**src/sv39_page_table_walker_defines.svh**
```systemverilog
// Assertion macros for the Sv39 page-table walker.
// Included by the top level; no other dependencies.
`ifndef SV39_PAGE_TABLE_WALKER_DEFINES_SVH
`define SV39_PAGE_TABLE_WALKER_DEFINES_SVH

`ifndef SYNTHESIS

// Condition a in this cycle requires b in the next cycle.
`define SV39_PTW_ASSERT_NEXT(label, a, b) \
  label: assert property (@(posedge clk) disable iff (rst) (a) |=> (b)) \
    else $error("sv39 walker: next-cycle check failed");

// Condition a requires b in the same cycle.
`define SV39_PTW_ASSERT_NOW(label, a, b) \
  label: assert property (@(posedge clk) disable iff (rst) (a) |-> (b)) \
    else $error("sv39 walker: same-cycle check failed");

`else

`define SV39_PTW_ASSERT_NEXT(label, a, b)
`define SV39_PTW_ASSERT_NOW(label, a, b)

`endif

`endif

```
**src/sv39_ptw_pkg.sv**
```systemverilog
// Shared types and constants of the Sv39 page-table walker.
// No dependencies; imported by the top level, the controller and the datapath.
`default_nettype none

package sv39_ptw_pkg;

  // Sv39 geometry
  localparam int WALK_LEVELS = 3;
  localparam int PAGE_SHIFT  = 12;
  localparam int SLOT_BITS   = 9;
  localparam int SLOTS_PER_PAGE = 1 << SLOT_BITS;
  localparam int VA_BITS     = SLOT_BITS * WALK_LEVELS + PAGE_SHIFT - 1;
  localparam int PPN_W       = 44;
  localparam int PPN_LSB     = 10;
  localparam int ENTRY_W     = 64;
  localparam int PA_W        = 56;
  localparam int BIT_VALID   = 0;
  localparam int BIT_USER    = 4;
  localparam logic [1:0] LEVEL_TOP = 2'(WALK_LEVELS - 1);

  // Op codes
  localparam logic OP_WRITE     = 1'b0;
  localparam logic OP_TRANSLATE = 1'b1;

  // Configuration register indexes
  localparam logic CFG_ROOT   = 1'b0;
  localparam logic CFG_WINDOW = 1'b1;

  typedef enum logic [2:0] {
    STATUS_OK       = 3'd0,
    STATUS_RANGE    = 3'd1,
    STATUS_UNMAPPED = 3'd2,
    STATUS_NOT_USER = 3'd3,
    STATUS_OUTSIDE  = 3'd4
  } status_t;

  typedef enum logic [1:0] {
    ST_CLEAR,
    ST_IDLE,
    ST_WALK
  } ptw_state_t;

  // Controller to datapath
  typedef struct packed {
    logic       clear_write;   // write zero at the clear pointer, advance it
    logic       entry_write;   // write entry_value at entry_index if in range
    logic       read;          // issue a table read at the walk address
    logic       load_va;       // capture the virtual address
    logic       walk_src;      // 0: root page and input address, 1: entry and held address
    logic [1:0] slot_level;    // level whose slot forms the read address
    logic       result_load;   // present a result next cycle
    status_t    result_status;
    logic       result_pa;     // result carries the entry page number
  } ptw_cmd_t;

  // Datapath to controller
  typedef struct packed {
    logic clear_done;
    logic va_high;
    logic win_out;
    logic entry_valid;
    logic entry_user;
  } ptw_stat_t;

  // Nine-bit slot of a virtual address at a level
  function automatic logic [SLOT_BITS-1:0] slot_of(input logic [VA_BITS-1:0] va,
                                                   input logic [1:0] lvl);
    logic [SLOT_BITS-1:0] s;
    unique case (lvl)
      2'd0:    s = va[PAGE_SHIFT +: SLOT_BITS];
      2'd1:    s = va[PAGE_SHIFT + SLOT_BITS +: SLOT_BITS];
      // top slot has only eight bits; the top address bit is always clear
      default: s = SLOT_BITS'(va[VA_BITS-1:PAGE_SHIFT + 2 * SLOT_BITS]);
    endcase
    return s;
  endfunction

endpackage

`default_nettype wire

```
**src/sv39_ptw_ctrl.sv**
```systemverilog
// Controller of the walker: clear pass, op dispatch and level sequencing.
// Uses sv39_ptw_pkg; drives the datapath through ptw_cmd_t.
`default_nettype none

module sv39_ptw_ctrl (
  input  wire logic                    clk,
  input  wire logic                    rst,
  input  wire logic                    start,
  input  wire logic                    op,
  input  wire sv39_ptw_pkg::ptw_stat_t stat,
  output sv39_ptw_pkg::ptw_cmd_t       cmd,
  output logic                         busy
);

  import sv39_ptw_pkg::*;

  ptw_state_t state, state_next;
  logic [1:0] level, level_next;

  // State and level registers
  always_ff @(posedge clk) begin
    if (rst) begin
      state <= ST_CLEAR;
      level <= '0;
    end else begin
      state <= state_next;
      level <= level_next;
    end
  end

  // Next state and commands
  always_comb begin
    state_next = state;
    level_next = level;
    cmd = '0;
    cmd.result_status = STATUS_OK;
    cmd.slot_level = LEVEL_TOP;

    unique case (state)
      ST_CLEAR: begin
        cmd.clear_write = 1'b1;
        if (stat.clear_done) begin
          state_next = ST_IDLE;
        end
      end

      ST_IDLE: begin
        if (start) begin
          unique case (op)
            OP_WRITE: begin
              cmd.entry_write   = 1'b1;
              cmd.result_load   = 1'b1;
              cmd.result_status = STATUS_OK;
            end
            default: begin
              // translate: top-level read straight from the root page
              priority if (stat.va_high) begin
                cmd.result_load   = 1'b1;
                cmd.result_status = STATUS_RANGE;
              end else if (stat.win_out) begin
                cmd.result_load   = 1'b1;
                cmd.result_status = STATUS_OUTSIDE;
              end else begin
                cmd.read    = 1'b1;
                cmd.load_va = 1'b1;
                level_next  = LEVEL_TOP;
                state_next  = ST_WALK;
              end
            end
          endcase
        end
      end

      ST_WALK: begin
        // entry of the current level is on the store output
        cmd.walk_src   = 1'b1;
        cmd.slot_level = (level == 2'd0) ? 2'd0 : level - 2'd1;
        priority if (!stat.entry_valid) begin
          cmd.result_load   = 1'b1;
          cmd.result_status = STATUS_UNMAPPED;
          state_next        = ST_IDLE;
        end else if (level == 2'd0) begin
          cmd.result_load   = 1'b1;
          cmd.result_status = stat.entry_user ? STATUS_OK : STATUS_NOT_USER;
          cmd.result_pa     = stat.entry_user;
          state_next        = ST_IDLE;
        end else if (stat.win_out) begin
          cmd.result_load   = 1'b1;
          cmd.result_status = STATUS_OUTSIDE;
          state_next        = ST_IDLE;
        end else begin
          cmd.read   = 1'b1;
          level_next = level - 2'd1;
        end
      end

      default: begin
        state_next = ST_IDLE;
      end
    endcase
  end

  assign busy = (state != ST_IDLE);

endmodule

`default_nettype wire
```
**config.mk**
```make
export PLATFORM = sky130hd
export DESIGN_NAME = sv39_ptw_ctrl
export DESIGN_NICKNAME = d
export VERILOG_FILES = /design/src/sv39_page_table_walker_defines.svh /design/src/sv39_ptw_pkg.sv /design/src/sv39_ptw_ctrl.sv
export SDC_FILE = /design/constraint.sdc
export NUM_CORES = 1
export LEC_CHECK = 0
export BUFFER_PORTS_ARGS = -buffer_cell sky130_fd_sc_hd__buf_2
export CAP_MARGIN = 10
export CORE_AREA = 2 2 39 41
export CTS_CLUSTER_SIZE = 20
export DETAILED_ROUTE_END_ITERATION = 12
export DIE_AREA = 0 0 41 43
export GPL_ROUTABILITY_DRIVEN = 0
export PLACE_DENSITY_LB_ADDON = 0.2
export SLEW_MARGIN = 10
export SYNTH_ARGS = -nofsm -noshare
export SYNTH_HDL_FRONTEND = slang
export SYNTH_SLANG_ARGS = --single-unit
```
**constraint.sdc**
```tcl
create_clock -name clk -period 2.6 [get_ports clk]
set_input_delay 0.13 -clock clk [delete_from_list [all_inputs] [get_ports clk]]
set_output_delay 0.13 -clock clk [all_outputs]
set_load 0.01 [all_outputs]
```
* Word level (Yosys, flattened, before mapping)
Cells that the tools add are included.
Operators by class: add/sub/neg operators 1, equality and inequality tests 12, muxes and demuxes 38, reductions and logical operators 5
Operators by type and width (number):
- $mux W2 | 16
- $mux W4 | 6
- $ne A2 B2 Y1 const B | 8
- $mux W1 | 10
- $pmux W4 S2 | 1
- $reduce_and A8 Y1 | 1
- $mux W3 | 2
- $pmux W2 S3 | 1
- $reduce_and A6 Y1 | 1
- $logic_not A2 Y1 | 2
- $ne A4 B4 Y1 const B | 1
- $pmux W2 S2 | 1
- $eq A2 B1 Y1 const B | 1
- $eq A2 B2 Y1 const B | 1
- $ne A2 B1 Y1 const B | 1
- $pmux W1 S2 | 1
- $reduce_bool A2 Y1 | 1
- $sub A2 B1 Y2 const B | 1
Storage, ports and cells: bits in registers 4, input bits 9, output and inout bits 13, word-level logic and storage cells 58

* Logic depth before layout (Yosys ltp)
Gate-level depths: netlist of the first run.
word-level depth 5, depth in mapped cells 6, depth with buffers taken out 5

* Least setup slack after synthesis of the first run
No wires, ideal clock.
path type register to register, start register state[0], end register level[1], library setup time 0.123 ns, arrival time 1.451 ns, required time 2.477 ns, path slack 1.026 ns, stages on the path, launching flop included 7, buffers on the path 1, period minus slack after synthesis 1.574 ns, cells stage by stage dfxtp_1 inv_1 ha_1 buf_6 nand2b_1 a22oi_2 mux2_1
Between the ends: cells in the longest elaborated chain, start to end 3, elaborated cells on any way between the ends 12, classes of those cells eq/ne: 9; mux: 1; reduce/logical: 2
Ends and longest elaborated chain:
- from (decl) | line sv39_ptw_ctrl.sv:17 | ptw_state_t state, state_next;
- from (signal assigned) | line sv39_ptw_ctrl.sv:26 | state <= state_next;
- $eq A2 B2 Y1 / $eq A2 B1 Y1 (equally long branches) | line sv39_ptw_ctrl.sv:39 | unique case (state)
- $ne A2 B2 Y1 (no source line) / $reduce_bool A2 Y1 (equally long branches)
- $reduce_and A8 Y1 (no source line)
- to (signal assigned) | line sv39_ptw_ctrl.sv:27 | level <= level_next;
- to (decl) | line sv39_ptw_ctrl.sv:18 | logic [1:0] level, level_next;
Parallel ways exist; a longest one is shown, timed or not. A chain may end at the register's enable or synchronous reset.

==> run summary, run 1 <==
Critical Path End Type - output pin
Chip Height - 43 um
top layer in use - met3
Detail Route Antenna Nets - 0
full die area - 1760 um2
Worst-path clk slew - 0.04 ns
Post-CTS Setup Bufs - 0
type of origin of the critical path - register
share of the clock period used by the worst path - 65.6%
Nets - 100
Slew HR - 77.8%
CORE AREA - 1380 um2
Final WS setup - 0.894 ns
DP Worst Slack - 0.957 ns
Unique masters post-synth - 27
outcome - finished clean
cells on worst reg2reg path - 5
Post-synth ARST share - 0%
register area - 80.1 um2
CTS tree - yes
final hold slack - 0.103 ns
metal2 WL - 511 um
Worst VDD drop - 0.211 mV
max-cap viol count - 0
CTS Root Cell - clkbuf_4
DRC - 0
routed vias/inst - 4.94
Netlist Area Pre-Place - 480 um2
area of the multi-input gates - 367 um2
leakage power - 0.000316 uW
Seq cells post-synth - 4
layout cells sized above 1 - 31.7%
ys flop type - dfxtp_1
Placement Rows - 14
vias - 484
final instance area - 617 um2
Starting Density - 34.7%
fill cell count - 147
diode count - 0
vias in the first global route - 377
total track usage - 13.0%
max-slew violation count - 0
Placed Area - 594 um2
CP arrival - 1.58 ns
Syn-to-layout area delta - 28.4%
met3 WL - 60 um
hpwl dp - 855 um
Ports - 22
Worst Skew - 0.000769 ns
Worst R2R Setup Slack - 0.97 ns
Final setup violation count - 0
worst slew pin tran - 0.333 ns
Hold Path Cell Cnt - 2
first-pass GRT wire length - 1.55 mm
drt wl/cell - 10.3 um
Hold Violations, Final - 0
P per Cell Area - 347 nW/um2
Port Buffers - 21
cts repair resizes - 0
antenna violations before repair - 0
Worst Path Class, Setup - register to output pin
post-route setup TNS - 0 ns
clk_lat worst skew - 0.23 ns
Syn Inst Count - 59
1st-iter DRT viols - 12
Hold WC Path Type - input pin to register
Crit path required time - 2.47 ns
sequential fraction of the synthesis area - 16.7%
Die W - 41 um
unrepaired setup endpoints after global routing - false
number of buffers created by CTS - 3
Met1 Routed Length - 439 um
1st-pass router iterations - 2
clock sinks - 4
Overflow after GRT - 0
mean post-synth cell area - 8.14 um2
post-layout util - 44.6%
Max clock buf depth - 2
largest net degree at the start of global routing - 12
hold-fix buffers at CTS - 0
number of synthesized flops with an enable pin - 0
final wirelength - 1.01 mm
net count after synthesis - 75
warnings from Yosys - 0
Max FO, Critical Path - 11
f_max - 0.586 GHz
H-tree levels - 1
fin crit period - 1.71 ns
path summary, 6_finish.rpt:
path	from	to
setup / recovery	state[0]$_SDFFE_PP0P_	cmd[9]
hold / removal	rst	state[0]$_SDFFE_PP0P_
setup reg to reg	state[0]$_SDFFE_PP0P_	level[1]$_SDFFE_PP0P_
hold reg to reg	level[0]$_SDFFE_PP0P_	level[0]$_SDFFE_PP0P_
synth_stat cells, types with 2 or more instances:
cell type / n / share of area (%)
nand2_1: 6 / 4.7
a21oi_1: 3 / 3.1
nor2_1: 4 / 3.1
inv_1: 6 / 4.7
nand3_1: 2 / 2.1
nand4bb_1: 2 / 4.7
nand2b_1: 4 / 5.2
and2_1: 2 / 2.6
o22ai_1: 3 / 3.9
ha_1: 7 / 18
dfxtp_1: 4 / 17
final cells by class:
type	instances	share of cell area, %
multi-input combinational	48	59.4
sequential	4	13.0
inverter	6	3.65
timing repair buffer	21	17.0
tap	16	3.25
clock buffer	3	3.65
per-layer routing:
metal / track usage (%) / vias to the layer above
met5: 0 / -
met4: 6.00 / 0
met3: 3.14 / 0
met2: 19.7 / 13
met1: 16.7 / 218
li1: - / 253
critical path, stage by stage, from the launching register on:
cell	delay [ns]
dfxtp_1	0.32
inv_1	0.08
ha_1	0.35
nand2_1	0.17
o22ai_1	0.14
and3b_1	0.16
buf_2	0.12
metrics by stage:
stage	instances	total power (uW)
4_1_cts	98	221
6_report	98	214
3_3_place_gp	95	141
5_1_grt	98	233
2_1_floorplan	59	117
3_5_place_dp	95	142
flip-flops by register name, summed over array words and instances (netlist names):
signal,flops
level,2
state,2
cell families (layout without fill, tap and decap cells):
family	count (synthesis)	count (layout)	synth area share [%]
AO/OA/AOI/OAI	11	11	15.9
flip-flops	4	4	16.7
buffers and inverters	7	30	7.03
adder cells (fa/ha/maj)	7	7	18.2
multiplexers	2	2	4.43
AND/OR/NAND/NOR	28	28	37.8
power breakdown:
group | switching (uW) | internal, uW | total (uW)
combinational | 38.2 | 31.8 | 70.0
clock | 22.7 | 51.5 | 74.2
sequential | 3.63 | 66.0 | 69.6
placed cells by master (no fill, tap or decap), types with 2 or more instances in the layout:
cell type / count
dfxtp_1: 4
nand4bb_1: 2
and2_1: 2
inv_1: 6
a21oi_1: 3
nand3_1: 2
ha_1: 7
nand2b_1: 4
nor2_1: 4
clkbuf_4: 3
nand2_1: 6
buf_2: 21
o22ai_1: 3
No activity file was read; power rests on OpenSTA's default activity.
==> run 2: changes to the inputs <==
Settings changed: ABC_AREA from default to 1.
Clock period 2.6 ns to 1.7 ns, I/O delays scaled along.
==> run summary, run 2 <==
outcome - finished clean
most area-hungry cell type in the Yosys netlist - ha_1
1st-pass router iterations - 2 (unchanged)
worst slew pin tran - 0.235 ns (-0.0980 ns)
Placed Area - 586 um2 (-1.5%)
P per Cell Area - 554 nW/um2 (+60%)
CP arrival - 1.49 ns (-0.09 ns)
max-slew violation count - 0 (unchanged)
placed cell count - 113 (+19%)
number of buffers created by CTS - 3 (unchanged)
top-area cell type share of the netlist area - 19.0% (+0.79 points)
top flop regs - level (2), state (2)
CP Cell Sequence - inv_1 > ha_1 > nand2_1 > nor3_1 > o21a_1 > buf_2
CTS tree - yes
unrepaired setup endpoints after global routing - false
diode count - 0 (unchanged)
Final setup violation count - 0 (unchanged)
Slew HR - 84.3% (+6.5 points)
warnings from Yosys - 0 (unchanged)
Seq cells post-synth - 4 (unchanged)
commonest cells after routing, fill and taps aside - nand2_1, buf_2, inv_1
Post-synth ARST share - 0% (unchanged)
Starting Density - 33.3% (-1.4 points)
Syn Inst Count - 76 (+29%)
slowest CP cell - dfxtp_1
CP peak stage delay - 0.30 ns (-0.05 ns)
final wirelength - 1.02 mm (+0.30%)
Post-CTS Setup Bufs - 0 (unchanged)
Max clock buf depth - 2 (unchanged)
Unique masters post-synth - 18 (-33%)
routed vias/inst - 4.61 (-6.6%)
Overflow after GRT - 0 (unchanged)
clk_lat worst skew - 0.23 ns (about the same)
type of origin of the critical path - register
clock sinks - 4 (unchanged)
f_max - 0.636 GHz
first-pass GRT wire length - 1.52 mm (-1.8%)
Worst VDD drop - 0.387 mV (+83%)
DP Worst Slack - 0.360 ns (-0.596 ns)
largest net degree at the start of global routing - 9 (-3)
vias - 535 (+11%)
hpwl dp - 891 um (+4.3%)
share of the clock period used by the worst path - 92.4%
Chip Height - 43 um (unchanged)
hold-fix buffers at CTS - 0 (unchanged)
Ports - 22 (unchanged)
Hold WC Path Type - input pin to register
1st-iter DRT viols - 6 (-6)
number of synthesized flops with an enable pin - 0 (unchanged)
max-cap viol count - 0 (unchanged)
cts repair resizes - 0 (unchanged)
fill cell count - 162 (+10%)
total track usage - 12.2% (-0.87 points)
CORE AREA - 1380 um2 (unchanged)
Syn-to-layout area delta - 32.1%
Max FO, Critical Path - 8 (-3)
most common library cells after synthesis - nand2_1, inv_1, nor2_1
Port Buffers - 21 (unchanged)
cell with the most instances after synthesis - nand2_1
final instance area - 608 um2 (-1.4%)
CTS Root Cell - clkbuf_4
vias in the first global route - 434 (+15%)
Worst-path clk slew - 0.03 ns (about the same)
critical path launch point - state[0]$_SDFFE_PP0P_
Nets - 118 (+18%)
drt wl/cell - 8.75 um (-15%)
post-route setup TNS - 0 ns (unchanged)
full die area - 1760 um2 (unchanged)
Netlist Area Pre-Place - 460 um2 (-4.2%)
Final Power - 337 uW (+58%)
Worst Path Class, Setup - register to output pin
Synth area leaders - ha_1, dfxtp_1, nand2_1, inv_1, nor2_1
net count after synthesis - 92 (+23%)
Final WS setup - 0.128 ns (-0.765 ns)
layout cells sized above 1 - 28.0% (-3.7 points)
Placement Rows - 14 (unchanged)
Worst Skew - 0.000213 ns (-0.000556 ns)
Die W - 41 um (unchanged)
Crit path required time - 1.62 ns (-0.85 ns)
HP Start - rst
Detail Route Antenna Nets - 0 (unchanged)
DRC - 0 (unchanged)
ys flop type - dfxtp_1
sequential fraction of the synthesis area - 17.4% (+0.72 points)
Hold Violations, Final - 0 (unchanged)
reg-to-reg critical path startpoint - state[0]$_SDFFE_PP0P_
fin crit period - 1.57 ns
mean post-synth cell area - 6.06 um2 (-26%)
Critical Path End Type - output pin
Finished Layout Cells - 116 (+18%)
H-tree levels - 1 (unchanged)
leakage power - 0.000352 uW (+12%)
antenna violations before repair - 0 (unchanged)
[run 2: changes by cell type after synthesis, sizes merged, moves of 3 or more]
| cell | before | now |
|---|---|---|
| inv | 6 | 15 |
| o22ai | 3 | 0 |
| nor2 | 4 | 12 |
| nand2b | 4 | 0 |
| nand2 | 6 | 21 |
[run 2: where the power goes]
group | total [uW] | switching [uW] | internal [uW]
sequential | 109 | 6.29 | 103
clock | 111 | 32.0 | 78.5
combinational | 117 | 74.2 | 43.2
total | 337 | 112 | 225
[run 2: critical path: cells and delay by family, from the launching register on]
kind	cells	cell delay [ns]
buf+inv	2	0.21
compound gates	1	0.14
fa+ha+maj	1	0.29
simple gates	2	0.31
flops	1	0.30
[run 2: path summary, 6_finish.rpt]
check | endpoint | slack (ns) | cells after the start
setup / recovery | cmd[9] | 0.13 | 6
hold / removal | state[1]$_SDFFE_PP0P_ | 0.03 | 2
setup reg to reg | state[1]$_SDFFE_PP0P_ | 0.36 | 8
hold reg to reg | state[1]$_SDFFE_PP0P_ | 0.48 | 2
[run 2: metrics by stage]
step	util [%]	hold slack, ns
2_1_floorplan	-	0.154
3_3_place_gp	42.3	0.261
3_5_place_dp	42.3	0.265
4_1_cts	43.9	0.0222
5_1_grt	43.9	0.0243
6_report	43.9	0.0273
[run 2: final cells by class]
type	count	area (um2)	share of cell area (%)
clock buffers	3	22.5	3.70
flip-flops and latches	4	80.1	13.2
multi-input cells	57	324	53.3
well taps	16	20.0	3.29
inverters	15	56.3	9.26
repair buffers	21	105	17.3
[run 2: routing by layer]
layer	share of wire [%]	track usage [%]	vias to the layer above
li1	-	-	286
met1	45	13.3	237
met2	50	21.3	12
met3	5.5	1.57	0
met4	0	6.00	0
met5	0	0	-
[run 2: cells by family after synthesis]
family | count (synthesis) | share of synthesized area (%)
buffers and inverters | 15 | 12.2
adder cells (fa/ha/maj) | 7 | 19.0
AO/OA/AOI/OAI | 11 | 15.5
AND/OR/NAND/NOR | 39 | 35.9
flip-flops | 4 | 17.4
==> run 3: changes to the inputs <==
Settings changed: CELL_PAD_IN_SITES_DETAIL_PLACEMENT from default to 1, CELL_PAD_IN_SITES_GLOBAL_PLACEMENT from default to 1, CORE_AREA 2 2 39 41 to default, CORE_UTILIZATION from default to 28, DIE_AREA 0 0 41 43 to default, TNS_END_PERCENT from default to 100.
==> run summary, run 3 (same netlist as run 2, synthesis figures left out) <==
Worst Skew - 0.00246 ns (+0.00225 ns)
clock sinks - 4 (unchanged)
fin crit period - 1.57 ns (+0.00327 ns)
Nets - 118 (unchanged)
1st-pass router iterations - 2 (unchanged)
CP bufs+invs - 3 (+1)
vias in the first global route - 511 (+18%)
CORE AREA - 1520 um2 (+10%)
CP peak stage delay - 0.37 ns (+0.07 ns)
total track usage - 14.9% (+2.8 points)
largest net degree at the start of global routing - 9 (unchanged)
Chip Height - 42.6 um (-1.0%)
vias - 545 (+1.9%)
Worst-path clk slew - 0.04 ns (about the same)
Crit path required time - 1.62 ns (about the same)
Starting Density - 30.2% (-3.1 points)
full die area - 1810 um2 (+2.7%)
Worst Path Class, Setup - register to output pin
placed cell count - 113 (unchanged)
worst slew pin tran - 0.218 ns (-0.0172 ns)
post-layout util - 40.9% (-3.1 points)
H-tree levels - 1 (unchanged)
Syn-to-layout area delta - 35.3%
leakage power - 0.000352 uW (-0.23%)
Ports - 22 (unchanged)
number of buffers created by CTS - 3 (unchanged)
Finished Layout Cells - 116 (unchanged)
hold-fix buffers at CTS - 0 (unchanged)
Overflow after GRT - 0 (unchanged)
CTS Root Cell - clkbuf_4
Final setup violation count - 0 (unchanged)
clk_lat worst skew - 0.23 ns (about the same)
Max FO, Critical Path - 4 (-4)
DRC - 0 (unchanged)
final wirelength - 1.21 mm (+19%)
Worst VDD drop - 0.359 mV (-7.3%)
1st-iter DRT viols - 1 (-5)
share of the clock period used by the worst path - 92.6% (+0.19 points)
hpwl dp - 1.08 mm (+21%)
CP arrival - 1.49 ns (about the same)
P per Cell Area - 553 nW/um2 (-0.33%)
outcome - finished clean
max-cap viol count - 0 (unchanged)
Hold Violations, Final - 0 (unchanged)
CP Cell Sequence - inv_1 > ha_1 > inv_1 > a211oi_1 > buf_2
Die W - 42.6 um (+3.8%)
Detail Route Antenna Nets - 0 (unchanged)
antenna violations before repair - 0 (unchanged)
Slew HR - 85.3% (+1.0 points)
first-pass GRT wire length - 2.08 mm (+36%)
unrepaired setup endpoints after global routing - false
top flop regs - level (2), state (2)
commonest cells after routing, fill and taps aside - nand2_1, buf_2, inv_1
most used cell along the critical path - inv_1
Worst R2R Setup Slack - 0.36 ns (about the same)
Critical Path End Type - output pin
routed vias/inst - 4.70 (+1.9%)
slowest CP cell - dfxtp_1
Hold WC Path Type - input pin to register
Largest delay share family, worst path - flip-flops
Max clock buf depth - 2 (unchanged)
post-route setup TNS - 0 ns (unchanged)
max-slew violation count - 0 (unchanged)
f_max - 0.635 GHz (-0.21%)
diode count - 0 (unchanged)
drt wl/cell - 10.4 um (+19%)
layout cells sized above 1 - 30.0% (+2.0 points)
CTS tree - yes
Port Buffers - 21 (unchanged)
Placement Rows - 14 (unchanged)
type of origin of the critical path - register
run 3: cell counts in the layout (fill, tap and decap cells not counted):
No cell type changed its count.
run 3: final timing paths:
check | startpoint | cells past startpoint | to
hold / removal | rst | 2 | state[1]$_SDFFE_PP0P_
setup / recovery | state[0]$_SDFFE_PP0P_ | 5 | cmd[2]
setup reg to reg | state[0]$_SDFFE_PP0P_ | 8 | state[1]$_SDFFE_PP0P_
hold reg to reg | state[1]$_SDFFE_PP0P_ | 2 | state[1]$_SDFFE_PP0P_
run 3: where the power goes:
part / leakage [uW] / internal (uW) / switching, uW / total [uW]
logic: 0.000305 / 47.0 / 75.9 / 123
registers: 0.0000329 / 103 / 7.92 / 111
clock network: 0.0000138 / 78.5 / 32.1 / 111
total: 0.000352 / 228 / 116 / 344
run 3: cell type report:
class / instances / area (um2)
fillers: 223 / 901
multi-input cells: 57 / 339
repair buffers: 21 / 105
flip-flops and latches: 4 / 80.1
inverters: 15 / 56.3
clock buffers: 3 / 22.5
well taps: 16 / 20.0
run 3: worst reg2reg max path, stage by stage (launching register included):
cell	delay [ns]
dfxtp_1	0.37
inv_1	0.09
ha_2	0.23
nand2_1	0.14
inv_1	0.07
a21oi_2	0.13
nand2_1	0.09
nand2_1	0.06
a21oi_1	0.05
run 3: metrics by stage:
| step | worst slack (ns) | hold slack, ns | area [um2] | power, uW |
|---|---|---|---|---|
| 2_1_floorplan | 0.437 | 0.154 | 460 | 190 |
| 3_3_place_gp | 0.360 | 0.268 | 586 | 230 |
| 3_5_place_dp | 0.291 | 0.264 | 586 | 233 |
| 4_1_cts | 0.0419 | 0.0208 | 608 | 350 |
| 5_1_grt | 0.0274 | 0.0330 | 623 | 377 |
| 6_report | 0.125 | 0.0296 | 623 | 344 |
run 3: per-layer routing:
metal | track usage, % | wire, um | part of all wire [%]
met5 | 0 | 0 | 0
met4 | 7.50 | 0 | 0
met3 | 3.02 | 54 | 4.5
met2 | 26.8 | 632 | 52
met1 | 16.4 | 524 | 43
run 3: what timing repair did:
item | 4_1_cts | 5_1_grt
buffers inserted | 0 | 0
resized for setup | 0 | 3
setup endpoints to repair | 0 | 2
